==> src/rtl/core/lbcd_pkg.sv <==
// Package: shared types and constants for the blink-code number display.
`default_nettype none

package lbcd_pkg;

	localparam int unsigned ThresholdWidth = 8;
	localparam int unsigned TicksWidth     = 16;
	localparam int unsigned CfgDataWidth   = 16;
	localparam int unsigned TimerWidth     = 5;
	localparam int unsigned TensWidth      = 5;
	localparam int unsigned UnitsWidth     = 4;

	localparam logic [7:0] ThresholdReset = 8'd34;
	localparam logic [15:0] TicksReset    = 16'd1;

	// Register indexes of the configuration port
	typedef enum logic {
		CFG_THRESHOLD_VALUE = 1'b0,
		CFG_TICKS_PER_UNIT  = 1'b1
	} cfg_index_t;

	// Operation codes of an input transaction
	typedef enum logic {
		OP_TICK  = 1'b0,
		OP_START = 1'b1
	} op_t;

	typedef struct packed {
		logic              operation;
		logic signed [7:0] reading;
		logic              show_threshold;
	} in_t;

	typedef struct packed {
		logic led;
		logic busy_res;
		logic done_res;
	} out_t;

	// Configuration values seen by the sequencer
	typedef struct packed {
		logic [ThresholdWidth-1:0] threshold_value;
		logic [TicksWidth-1:0]     ticks_per_unit;
	} cfg_t;

endpackage

`default_nettype wire

==> src/rtl/core/lbcd_seq.sv <==
// Blink sequencer: phase, unit timer, prescaler and digit counters.
`default_nettype none

module lbcd_seq #(
	parameter int unsigned QUIET_GAP_UNITS = 20
) (
	input  wire               clk,
	input  wire               arst_n,
	input  wire               step,
	input  lbcd_pkg::in_t     item,
	input  lbcd_pkg::cfg_t    cfg,
	output lbcd_pkg::out_t    result
);

	typedef enum logic [3:0] {
		PH_IDLE      = 4'd0,
		PH_MINUS_ON  = 4'd1,
		PH_MINUS_OFF = 4'd2,
		PH_TENS_ON   = 4'd3,
		PH_TENS_OFF  = 4'd4,
		PH_TENS_GAP  = 4'd5,
		PH_UNITS_ON  = 4'd6,
		PH_UNITS_OFF = 4'd7,
		PH_TAIL      = 4'd8,
		PH_QUIET     = 4'd9
	} phase_t;

	localparam int unsigned TW = lbcd_pkg::TimerWidth;
	localparam logic [TW-1:0] QuietLen = TW'(QUIET_GAP_UNITS);

	phase_t                              phase_q, phase_d, adv_phase;
	logic [TW-1:0]                       timer_q, timer_d, timer_dec;
	logic [lbcd_pkg::TicksWidth-1:0]     presc_q, presc_d;
	logic [lbcd_pkg::TensWidth-1:0]      tens_q, tens_d, tens_dec;
	logic [lbcd_pkg::UnitsWidth-1:0]     units_q, units_d, units_dec;
	logic                                busy, done;
	logic [lbcd_pkg::TicksWidth-1:0]     tpu;
	logic [lbcd_pkg::TicksWidth:0]       presc_inc;
	logic [7:0]                          mag, rd_bits;
	logic                                minus;
	logic [15:0]                         recip;
	logic [4:0]                          q_tens;
	logic [7:0]                          q_units_w;
	logic [3:0]                          q_units;

	function automatic logic [TW-1:0] phase_len(input phase_t p);
		logic [TW-1:0] len;
		unique case (p)
			PH_MINUS_ON:  len = TW'(2);
			PH_MINUS_OFF: len = TW'(4);
			PH_TENS_GAP:  len = TW'(4);
			PH_TAIL:      len = TW'(2);
			PH_QUIET:     len = QuietLen;
			PH_IDLE:      len = '0;
			default:      len = TW'(1);
		endcase
		return len;
	endfunction

	assign busy = (phase_q >= PH_MINUS_ON) && (phase_q <= PH_QUIET);

	// Split the magnitude into tens and units: q/10 as (q*205)>>11, exact for 8 bits
	assign rd_bits   = item.reading;
	assign minus     = !item.show_threshold && rd_bits[7];
	assign mag       = item.show_threshold ? cfg.threshold_value
	                   : (minus ? 8'(~rd_bits + 8'd1) : rd_bits);
	assign recip     = 16'(mag) * 16'd205;
	assign q_tens    = recip[15:11];
	assign q_units_w = mag - 8'(q_tens) * 8'd10;
	assign q_units   = q_units_w[3:0];

	assign tpu       = (cfg.ticks_per_unit == '0) ? lbcd_pkg::TicksWidth'(1)
	                   : cfg.ticks_per_unit;
	assign presc_inc = {1'b0, presc_q} + 1'b1;
	assign timer_dec = timer_q - 1'b1;
	assign tens_dec  = tens_q - 1'b1;
	assign units_dec = units_q - 1'b1;

	// Next phase at the end of the current one
	always_comb begin
		adv_phase = PH_IDLE;
		unique case (phase_q)
			PH_MINUS_ON:  adv_phase = PH_MINUS_OFF;
			PH_MINUS_OFF: adv_phase = (tens_q != '0) ? PH_TENS_ON : PH_UNITS_ON;
			PH_TENS_ON:   adv_phase = PH_TENS_OFF;
			PH_TENS_OFF:  adv_phase = (tens_dec != '0) ? PH_TENS_ON : PH_TENS_GAP;
			PH_TENS_GAP:  adv_phase = PH_UNITS_ON;
			PH_UNITS_ON:  adv_phase = PH_UNITS_OFF;
			PH_UNITS_OFF: adv_phase = (units_dec != '0) ? PH_UNITS_ON : PH_TAIL;
			PH_TAIL:      adv_phase = PH_QUIET;
			default:      adv_phase = PH_IDLE;
		endcase
	end

	always_comb begin
		phase_d = phase_q;
		timer_d = timer_q;
		presc_d = presc_q;
		tens_d  = tens_q;
		units_d = units_q;
		done    = 1'b0;
		// Drop an unused phase code back to idle
		if (!busy) begin
			phase_d = PH_IDLE;
			timer_d = '0;
		end
		if (item.operation == lbcd_pkg::OP_START) begin
			if (!busy) begin
				tens_d  = q_tens;
				units_d = (q_units == '0) ? lbcd_pkg::UnitsWidth'(10) : q_units;
				presc_d = '0;
				if (minus) begin
					phase_d = PH_MINUS_ON;
				end else if (q_tens != '0) begin
					phase_d = PH_TENS_ON;
				end else begin
					phase_d = PH_UNITS_ON;
				end
				timer_d = phase_len(phase_d);
			end
		end else if (busy) begin
			if (presc_inc >= {1'b0, tpu}) begin
				presc_d = '0;
				timer_d = timer_dec;
				if (timer_dec == '0) begin
					phase_d = adv_phase;
					timer_d = phase_len(adv_phase);
					done    = (phase_q == PH_QUIET);
					if (phase_q == PH_TENS_OFF) begin
						tens_d = tens_dec;
					end
					if (phase_q == PH_UNITS_OFF) begin
						units_d = units_dec;
					end
				end
			end else begin
				presc_d = presc_inc[lbcd_pkg::TicksWidth-1:0];
			end
		end
	end

	assign result.led      = (phase_d == PH_MINUS_ON) || (phase_d == PH_TENS_ON)
	                         || (phase_d == PH_UNITS_ON);
	assign result.busy_res = (phase_d != PH_IDLE);
	assign result.done_res = done;

	always_ff @(posedge clk or negedge arst_n) begin
		if (!arst_n) begin
			phase_q <= PH_IDLE;
			timer_q <= '0;
			presc_q <= '0;
			tens_q  <= '0;
			units_q <= '0;
		end else if (step) begin
			phase_q <= phase_d;
			timer_q <= timer_d;
			presc_q <= presc_d;
			tens_q  <= tens_d;
			units_q <= units_d;
		end
	end

endmodule

`default_nettype wire

==> src/rtl/core/lbcd_out_q.sv <==
// Two-entry result queue between the sequencer and the output channel.
`default_nettype none

module lbcd_out_q (
	input  wire             clk,
	input  wire             arst_n,
	input  wire             push,
	input  lbcd_pkg::out_t  push_data,
	output logic            full,
	output logic            out_valid,
	input  wire             out_stall,
	output lbcd_pkg::out_t  out_data
);

	lbcd_pkg::out_t slot_q [2];
	logic           wr_ptr_q, rd_ptr_q;
	logic [1:0]     count_q;
	logic           pop;

	assign full      = (count_q == 2'd2);
	assign out_valid = (count_q != 2'd0);
	assign out_data  = slot_q[rd_ptr_q];
	assign pop       = out_valid && !out_stall;

	always_ff @(posedge clk) begin
		if (push) begin
			slot_q[wr_ptr_q] <= push_data;
		end
	end

	always_ff @(posedge clk or negedge arst_n) begin
		if (!arst_n) begin
			wr_ptr_q <= 1'b0;
			rd_ptr_q <= 1'b0;
			count_q  <= 2'd0;
		end else begin
			if (push) begin
				wr_ptr_q <= ~wr_ptr_q;
			end
			if (pop) begin
				rd_ptr_q <= ~rd_ptr_q;
			end
			if (push && !pop) begin
				count_q <= count_q + 2'd1;
			end else if (pop && !push) begin
				count_q <= count_q - 2'd1;
			end
		end
	end

endmodule

`default_nettype wire

==> src/rtl/core/led_blink_code_number_display.sv <==
// Top level: blink-code number display with configuration registers.
//
// Shows a signed reading or the threshold register on one LED as blink code.
// Every input transaction (a tick or a start) yields exactly one result
// transaction carrying the LED level, busy and done after that step. One
// transaction is taken per clock: the sequencer updates its state at the
// accepting edge and the result goes into a two-entry output queue, so input
// stalls only while both queue entries hold results not yet taken.
// Configuration writes take effect at the next edge.
`default_nettype none

module led_blink_code_number_display #(
	parameter int unsigned QUIET_GAP_UNITS = 20
) (
	input  wire                                  clk,
	input  wire                                  arst_n,
	input  wire                                  in_valid,
	output logic                                 in_stall,
	input  lbcd_pkg::in_t                        in_data,
	output logic                                 out_valid,
	input  wire                                  out_stall,
	output lbcd_pkg::out_t                       out_data,
	input  wire                                  cfg_write_en,
	input  wire                                  cfg_index,
	input  wire [lbcd_pkg::CfgDataWidth-1:0]     cfg_data
);

	lbcd_pkg::cfg_t cfg_q;
	lbcd_pkg::out_t step_result;
	logic           accept;
	logic           q_full;

	assign in_stall = q_full;
	assign accept   = in_valid && !q_full;

	always_ff @(posedge clk or negedge arst_n) begin
		if (!arst_n) begin
			cfg_q.threshold_value <= lbcd_pkg::ThresholdReset;
			cfg_q.ticks_per_unit  <= lbcd_pkg::TicksReset;
		end else if (cfg_write_en) begin
			unique case (lbcd_pkg::cfg_index_t'(cfg_index))
				lbcd_pkg::CFG_THRESHOLD_VALUE:
					cfg_q.threshold_value <= cfg_data[lbcd_pkg::ThresholdWidth-1:0];
				lbcd_pkg::CFG_TICKS_PER_UNIT:
					cfg_q.ticks_per_unit <= cfg_data[lbcd_pkg::TicksWidth-1:0];
				default: begin
				end
			endcase
		end
	end

	lbcd_seq #(
		.QUIET_GAP_UNITS(QUIET_GAP_UNITS)
	) u_seq (
		.clk    (clk),
		.arst_n (arst_n),
		.step   (accept),
		.item   (in_data),
		.cfg    (cfg_q),
		.result (step_result)
	);

	lbcd_out_q u_out_q (
		.clk       (clk),
		.arst_n    (arst_n),
		.push      (accept),
		.push_data (step_result),
		.full      (q_full),
		.out_valid (out_valid),
		.out_stall (out_stall),
		.out_data  (out_data)
	);

endmodule

`default_nettype wire

==> config.mk <==
export PLATFORM = sky130hd
export DESIGN_NAME = led_blink_code_number_display
export DESIGN_NICKNAME = d
export VERILOG_FILES = /design/src/rtl/core/lbcd_pkg.sv /design/src/rtl/core/lbcd_seq.sv /design/src/rtl/core/lbcd_out_q.sv /design/src/rtl/core/led_blink_code_number_display.sv
export SDC_FILE = /design/constraint.sdc
export NUM_CORES = 1
export LEC_CHECK = 0
export BUFFER_PORTS_ARGS = -buffer_cell sky130_fd_sc_hd__buf_4
export CAP_MARGIN = 0
export CORE_AREA = 2 2 123 125
export CTS_BUF_LIST = sky130_fd_sc_hd__clkbuf_2 sky130_fd_sc_hd__clkbuf_4 sky130_fd_sc_hd__clkbuf_8
export CTS_CLUSTER_SIZE = 20
export DETAILED_ROUTE_END_ITERATION = 12
export DIE_AREA = 0 0 125 127
export SYNTH_ARGS = -nofsm -noshare
export SYNTH_HDL_FRONTEND = slang
export SYNTH_SLANG_ARGS = --single-unit
==> constraint.sdc <==
create_clock -name clk -period 10.6 [get_ports clk]
set_input_delay 1.59 -clock clk [delete_from_list [all_inputs] [get_ports clk]]
set_output_delay 1.59 -clock clk [all_outputs]
set_load 0.005 [all_outputs]
### After elaboration in Yosys (flattened, before gate mapping)

Memory sizes are Yosys's and may differ from the RTL's.
Index checks and enable logic that the tools add are counted.

| operators by class | value |
|---|---|
| $add $sub $neg | 8 |
| multipliers | 2 |
| div/mod/pow operators | 0 |
| $lt $le $gt $ge | 3 |
| eq/ne operators | 24 |
| shift-type cells | 0 |
| muxes and demuxes | 50 |
| bitwise logic cells | 4 |
| reductions and logical operators | 39 |

Operators with widths:

| operator | count |
|---|---|
| 16-bit 2-to-1 mux | 5 |
| 4-bit 2-to-1 mux | 17 |
| 5-bit 2-to-1 mux | 12 |
| 5-bit one-hot mux with 4 select lines | 2 |
| 4-bit one-hot mux with 8 select lines | 1 |
| 4-bit by 3-bit equality test with 1-bit output, second input constant | 7 |
| 4-bit equality test, second input constant | 6 |
| 4-bit by 2-bit equality test with 1-bit output, second input constant | 5 |
| 16-bit by 1-bit adder with 17-bit output, second input constant | 1 |
| 17-bit by 16-bit greater-or-equal comparator with 1-bit output | 1 |
| 4-bit by 1-bit equality test with 1-bit output, second input constant | 4 |
| 16-bit zero test | 1 |
| 8-bit by 8-bit multiplier with 16-bit output, second input constant | 1 |
| 8-bit 2-to-1 mux | 2 |
| 5-bit nonzero test | 3 |
| 2-bit nonzero test | 7 |
| 4-bit zero test | 3 |
| 6-bit AND reduction | 2 |
| 5-bit by 1-bit subtractor with 5-bit output, second input constant | 2 |
| 3-bit 2-to-1 mux | 3 |
| 8-bit by 1-bit adder with 8-bit output, second input constant | 1 |
| 8-bit NOT | 1 |
| 4-bit nonzero test | 2 |
| 2-bit OR reduction | 4 |
| other kinds (18) | 37 |

| storage, ports and cells | value |
|---|---|
| register bits | 62 |
| latch bits | 0 |
| RAM bits | 6 |
| memory bits (read-only) | 0 |
| input bits | 32 |
| output and inout bits | 5 |
| logic and storage cells | 141 |
| memories | 1 |

Memory list:

| name | depth | bits a word | rd ports | clocked after memory_dff | wr ports | line | source |
|---|---|---|---|---|---|---|---|
| u_out_q.slot_q | 2 | 3 | 1 | 0 | 1 | lbcd_out_q.sv:15 | `lbcd_pkg::out_t slot_q [2];` |

### Longest topological paths before layout

Gate-level depths: netlist of run 1.

| logic depth | value |
|---|---|
| depth in word-level cells | 15 |
| depth in mapped cells | 28 |

### Modules after synthesis

A second synthesis of run 1 with hierarchy kept.

| unflattened totals | value |
|---|---|
| cell total of the unflattened synthesis | 624 |
| area total of the unflattened synthesis | 5876.9 µm² |

Modules (own cells, without submodules):

| module | instances | cells each | area an instance (µm²) | sequential area each (µm²) |
|---|---|---|---|---|
| lbcd_seq | 1 | 546 | 4461.8 | 850.8 |
| led_blink_code_number_display | 1 | 53 | 997.2 | 604.3 |
| lbcd_out_q | 1 | 25 | 417.9 | 280.3 |

### Worst setup path after synthesis of run 1

OpenSTA, ideal clock, no wires.

| timing path | value |
|---|---|
| path kind | input to register |
| start point | in in_data[1] (netlist bit) |
| end point | reg u_seq.units_q[3] (netlist bit) |
| setup time | 0.125 ns |
| data arrival time | 6.793 ns |
| path slack | 3.683 ns |
| cell stages on the path | 26 |
| path buffers | 0 |
| cell sequence | inv_1 ha_1 nand2_1 o31ai_1 xnor2_1 mux2_2 ha_1 inv_1 fa_1 inv_1 fa_1 inv_1 fa_1 inv_1 ha_1 nand3_1 and2_1 o2111ai_2 and3_1 or2_2 fa_1 xor2_1 xnor2_1 xnor2_1 a31oi_1 mux2_2 |

| on the way | value |
|---|---|
| cells in the longest elaborated chain, start to end | 11 |

RTL lines:

| what | line | source |
|---|---|---|
| from (decl) | led_blink_code_number_display.sv:19 | `input lbcd_pkg::in_t in_data,` |
| 8-bit NOT | lbcd_seq.sv:66 | `: (minus ? 8'(~rd_bits + 8'd1) : rd_bits);` |
| 8-bit by 1-bit adder with 8-bit output | lbcd_seq.sv:66 |  |
| 8-bit 2-to-1 mux * | lbcd_seq.sv:66 |  |
| 8-bit 2-to-1 mux * | lbcd_seq.sv:65 | `assign mag = item.show_threshold ? cfg.threshold_value` |
| 8-bit by 8-bit multiplier with 16-bit output | lbcd_seq.sv:67 | `assign recip = 16'(mag) * 16'd205;` |
| 5-bit by 3-bit multiplier with 3-bit output | lbcd_seq.sv:69 | `assign q_units_w = mag - 8'(q_tens) * 8'd10;` |
| 4-bit subtractor * | lbcd_seq.sv:69 |  |
| 4-bit zero test | lbcd_seq.sv:110 | `units_d = (q_units == '0) ? lbcd_pkg::UnitsWidth'(10) : q_units;` |
| 4-bit 2-to-1 mux * | lbcd_seq.sv:110 |  |
| 4-bit 2-to-1 mux * | lbcd_seq.sv:108 | `if (!busy) begin` |
| 4-bit 2-to-1 mux * | lbcd_seq.sv:107 | `if (item.operation == lbcd_pkg::OP_START) begin` |
| to (signal assigned) | lbcd_seq.sv:159 | `units_q <= units_d;` |
| to (decl) | lbcd_seq.sv:35 | `logic [lbcd_pkg::UnitsWidth-1:0] units_q, units_d, units_dec;` |

Every way passes the cells marked *; elsewhere a longest branch is shown, timed or not. The select of a mux whose other input is x is not followed.
A chain may end at the register's enable or synchronous reset.

### Final worst setup path of run 1

| timing path | value |
|---|---|
| start point | in in_data[3] (netlist bit) |
| end point | reg u_seq.units_q[3] (netlist bit) |

The elaborated chain is that of the path after synthesis.

==> impl_metrics.toml, run 1 <==
[outcome]
status = "complete, no violations"

[route]
viasPerCell = 5.35
drt_iter0_drc = 272
first_pass_iters = 5
wire_per_inst_um = 14.7
drc_errors = 0
vias = 4567
ant_nets = 0
wirelength_um = 12500

[synth]
synth_seq_area_share_pct = 30.3
syn-num-nets = 752
post_synth_num_cell_types = 62
synth_edf_count = 6
synth-seq-cells = 68
yosys.area.top_type = "dfrtp_1"
synthFlopType = "dfrtp_1"
ys_top_cells_by_area = "dfrtp_1 (26%), ha_1 (15%), mux2_2 (5.9%)"
synth-warning-count = 0
synth_top_area_share_pct = 25.8
syn_avg_cell_area_um2 = 8.96
post_synth_instance_area_um2 = 5730
async_reset_ff_share_pct = 91.2
synth_cells = 640
synth_common_cells = "ha_1 (70), nand2_1 (70), dfrtp_1 (59), inv_1 (58), o21ai_0 (44)"

[cts]
ctsResizeCount = 0
numClockSinks = 68
cts_tree = "done"
clkLatencyLatePin_ns = 0.36
ctsHtreeMaxLevel = 3
post_cts_buffers = 0
clk_pin_slew_worst_paths_ns = 0.08
numCtsBuffers = 9
cts.root.buffer_cell = "clkbuf_8"
clock_path_buffers = 2
cts_hold_buf = 0

[timing]
worst_pin_slew_ns = 1.25
skew_ns = 0.0118
finalMaxSlewViolations = 0
rsz0062_at_grt = "no"
fin_crit_ns = 7.04
hold_viol = 0
timing.final.crit_share_pct = 66.4
maxSlewHeadroom_pct = 15.8
setup_viol = 0
final.setup.tns_ns = 0
fmax_mhz = 142

[global_routing]
grt_pass1_wl_um = 21700
grt_overflow_total = 0
grt_max_degree = 63
grt_util_all_layers_pct = 16.5
antenna_found_initial = 0
grt_pass1_vias = 4575

[floorplanning]
die_area_um2 = 15900
design.core.area_um2 = 14400
dieHeight_um = 127
pin_count = 37
start_util_pct = 39.7
dieWidth_um = 125
rows = 44

[cells_and_area]
fillers = 1448
final_nets = 776
syn_to_final_growth_pct = 10.4
antennaDiodeCount = 0
drive_gt1_share_pct = 14.9
design_area_um2 = 6330

[worst_setup_path]
crit_type = "input port to flop"
cp.arrival_ns = 7.29
critical_path_required_ns = 10.86
crit_fanout = 5
startpoint_type = "input port"
cp-end-kind = "flop"

[placement]
placed_cell_area_um2 = 6140
post-dp-hpwl_um = 9570
gp_congestion = 0.915
port_buffers = 36

[pwr]
ir_worst_vdd_uv = 102
p_leak_nw = 2.96
power.density_nw_per_um2 = 227

[min_path]
holdCritPathClass = "flop to flop"

[job]
maxCapViolCount = 0
-- power breakdown --
group / internal (mW) / switching [mW]
logic: 0.371 / 0.467
registers: 0.326 / 0.0582
clock network: 0.107 / 0.105
total: 0.804 / 0.631
-- kinds of logic (layout without fill, tap and decap cells) --
group                      count (synthesis)  in the layout  synth area share [%]
muxes                                     34             34                  6.68
DFF                                       68             68                  30.3
xor gates and xnor gates                  46             46                  7.16
AOI/OAI and AO/OA                        126            126                  14.0
adders and majority gates                 80             80                  18.8
and+or+nand+nor                          203            203                  17.6
buffers and inverters                     83            112                  5.57
-- final timing paths --
kind,start,endpoint,slack (ns),cells after the start
worst min register to register,u_out_q.count_q[1],u_out_q.count_q[1],0.50,1
worst max register to register,cfg_q[18],u_seq.units_q[3],4.89,22
worst max-delay path,in_data[3],u_seq.units_q[3],3.56,23
worst min-delay path,u_out_q.count_q[1],u_out_q.count_q[1],0.50,1
min in group asynchronous,arst_n,u_seq.presc_q[8],1.32,1
max in group asynchronous,arst_n,cfg_q[22],8.76,1
-- flip-flops by register name (all words and copies together), names as in the netlist, named ones only --
signal,cells
cfg_q,24
u_out_q.count_q,2
u_out_q.rd_ptr_q,1
u_out_q.slot_q,6
u_out_q.wr_ptr_q,1
u_seq.phase_q,4
u_seq.presc_q,16
u_seq.tens_q,5
u_seq.timer_q,3
u_seq.units_q,4
-- per-layer routing --
| metal | GRT usage (%) | wire [um] | vias to the layer above |
|---|---|---|---|
| li1 | - | - | 2289 |
| met1 | 21.5 | 5970 | 2180 |
| met2 | 28.0 | 5960 | 84 |
| met3 | 2.97 | 461 | 14 |
| met4 | 5.03 | 153 | 0 |
| met5 | 0 | 0 | - |
-- cell usage in the layout (no fill, tap or decap), drive strengths merged, types with 10 or more instances in the layout --
cell	count
nand2	70
ha	70
dfrtp	59
inv	59
o21ai	48
nor2	37
buf	36
mux2	31
xnor2	24
a21oi	24
xor2	22
nand3	22
nand2b	12
nor3	11
fa	10
-- through the flow --
step	utilization (%)	std cells	hold WS (ns)	power [mW]	setup WS (ns)
6_report	43.9	853	0.498	1.43	3.56
3_3_place_gp	42.6	837	0.485	1.20	3.26
5_1_grt	43.9	853	0.532	1.59	3.15
2_1_floorplan	-	640	0.451	1.03	3.68
4_1_cts	43.9	853	0.505	1.45	3.49
3_5_place_dp	42.6	837	0.489	1.22	3.11
-- layout make-up --
class | instances | area, um^2 | share of cell area (%)
Clock buffer | 9 | 124 | 1.96
Multi-Input combinational cell | 489 | 3680 | 58.1
Tap cell | 184 | 230 | 3.64
Clock inverter | 7 | 67.6 | 1.07
Sequential cell | 68 | 1740 | 27.4
Timing Repair Buffer | 36 | 270 | 4.27
Inverter | 60 | 225 | 3.56
-- critical path: stages --
cell and delay (ns):
buf_4 0.12, nor3_1 0.23, nand2_1 0.10, o41ai_1 1.06
ha_1 0.40, inv_1 0.07, fa_1 0.40, inv_1 0.08
fa_1 0.39, ha_1 0.31, nand3_1 0.09, or3b_1 0.39
o21ai_1 0.21, a21oi_2 0.12, xnor2_2 0.20, ha_1 0.18
inv_1 0.04, fa_1 0.37, xor2_1 0.18, xnor2_1 0.16
xnor2_1 0.20, a31oi_1 0.11, mux2_2 0.27
Note: power is estimated with default switching activity, not from simulation.
==> inputs of run 2 (changes only) <==
clock period = 5.7 ns   (was 10.6 ns; I/O delays follow)
==> run 2 against run 1 <==
Combinational power increased to 2.7 times the previous value. Hold slack got worse by 0.011 ns. Critical path type unchanged. Setup slack got worse by 3.6 ns. Routed wire length increased by 10%. Sequential cell count stayed put. Non-clock buffer count up 69. Largest power group unchanged. First-iteration DRC count down 4.4%. Count of clock-buffer cells in the layout is 2 higher.
==> impl_metrics.toml, run 2 (synthesis results as in run 1) <==
[placement]
post-dp-hpwl_um = 10500
port_buffers = 36
gp_congestion = 0.875
dp_cells = 895
place_worst_setup_slack_ns = -0.575
placed_cell_area_um2 = 6700

[route]
drc_errors = 0
vias = 4832
first_pass_iters = 5
wirelength_um = 13800
drt_iter0_drc = 260
viasPerCell = 5.24
ant_nets = 0
wire_per_inst_um = 15.0

[timing]
rsz0062_at_grt = "yes"
finalMaxSlewViolations = 0
setup_ws_ns = 0.00897
fmax_mhz = 176
hold_viol = 0
worst_pin_slew_ns = 0.811
setup_viol = 0
maxSlewHeadroom_pct = 45.9
skew_ns = 0.0138
hold-worst-slack_ns = 0.487
fin_crit_ns = 5.69
final.setup.tns_ns = 0
timing.final.crit_share_pct = 99.8

[global_routing]
grt_overflow_total = 0
grt_max_degree = 63
antenna_found_initial = 0
grt_pass1_wl_um = 23500
grt_util_all_layers_pct = 18.0
grt_pass1_vias = 5005

[floorplanning]
pin_count = 37
design.core.area_um2 = 14400
rows = 44
start_util_pct = 39.7
dieWidth_um = 125
dieHeight_um = 127
die_area_um2 = 15900

[pwr]
ir_worst_vdd_uv = 323
p_leak_nw = 3.36
power.density_nw_per_um2 = 464

[worst_setup_path]
crit_type = "input port to flop"
startpoint_type = "input port"
cp.arrival_ns = 5.94
cpMostUsedCell = "inv_2"
critPathSlowestCell = "fa_1"
reg2reg_slack_ns = 0.49
critical_path_required_ns = 5.95
r2r_end = "u_seq.units_q[3]"
cp-end-kind = "flop"
reg2reg_from = "cfg_q[17]"
crit_fanout = 3
cpPeakStageDelay_ns = 0.54
path_buf_inv = 7
rr_worst_depth = 23
cp_top_family = "adder cells"

[cells_and_area]
syn_to_final_growth_pct = 26.3
drive_gt1_share_pct = 29.3
largest-register = "cfg_q"
finalNonFillerCells = 922
layout_commonest_cell = "buf_4"
reg.largest.list = "cfg_q x24, u_seq.presc_q x16, u_out_q.slot_q x6"
largest_reg_flops = 24
design_area_um2 = 7240
final_nets = 845
layout_common_cells = "buf_4 (99), nand2_1 (69), ha_1 (61), dfrtp_1 (59), inv_1 (50)"
antennaDiodeCount = 0
fillers = 1338

[job]
maxCapViolCount = 0

[min_path]
hp-start = "u_out_q.count_q[1]"
worstHoldEndpoint = "u_out_q.count_q[1]"
holdCritPathClass = "flop to flop"
hold_depth = 1

[cts]
clock_path_buffers = 2
clk_pin_slew_worst_paths_ns = 0.08
numClockSinks = 68
ctsHtreeMaxLevel = 3
cts_tree = "done"
numCtsBuffers = 9
cts.root.buffer_cell = "clkbuf_8"
cts_hold_buf = 0
clkLatencyLatePin_ns = 0.36

[outcome]
status = "complete, no violations"
## run 2: cell types whose count changed in the layout (fill, tap and decap cells not counted), moves of 4 or more
cell     delta
ha_1        -9
inv_1       -8
buf_6       +4
nand3_1     -4
ha_4        +6
buf_4      +63
inv_2       +6
## run 2: cell type report
| class | count | area, um^2 | area share, % |
|---|---|---|---|
| multi-input cells | 489 | 4020 | 55.5 |
| flip-flops and latches | 68 | 1740 | 24.0 |
| repair buffers | 105 | 823 | 11.4 |
| inverters | 60 | 243 | 3.35 |
| well taps | 184 | 230 | 3.18 |
| clock buffers | 11 | 139 | 1.92 |
| clock inverters | 5 | 52.6 | 0.726 |
## run 2: per-layer routing
metal / GRT usage, % / up-vias / routed length (um)
met2: 31.7 / 72 / 6870
met1: 22.2 / 2315 / 6300
met3: 3.31 / 21 / 399
met5: 0 / - / 0
met4: 6.41 / 0 / 235
li1: - / 2424 / -
## run 2: worst max-delay path by stage
stage                from                    to  slack (ns)  cells after the start
3_3_place_gp   in_data[2]      u_seq.units_q[3]       -0.42                     27
4_1_cts        in_data[3]  u_out_q.slot_q[0][2]      0.0008                     27
2_1_floorplan  in_data[2]      u_seq.units_q[3]       -0.23                     26
6_report       in_data[2]      u_seq.units_q[3]       0.009                     28
5_1_grt        in_data[2]      u_seq.units_q[3]       -0.24                     25
3_5_place_dp   in_data[2]      u_seq.units_q[3]       -0.57                     27
## run 2: stage by stage
stage               utilization (%)  power, mW
floorplan                         -       1.99
global placement               46.4       2.54
detailed placement             46.4       2.60
CTS                            49.3       3.24
global route                   50.2       3.66
finish                         50.2       3.36
## run 2: report_power, final
part / leakage, nW / total, mW / switching, mW / internal [mW]
Combinational: 2.42 / 2.24 / 1.10 / 1.14
Clock: 0.102 / 0.397 / 0.188 / 0.210
Sequential: 0.833 / 0.720 / 0.113 / 0.607
## run 2: timing repair
item	CTS	global route
pin swaps	22	11
setup endpoints to repair	4	6
buffers inserted	9	4
cloned	0	0
gates resized for setup	24	25
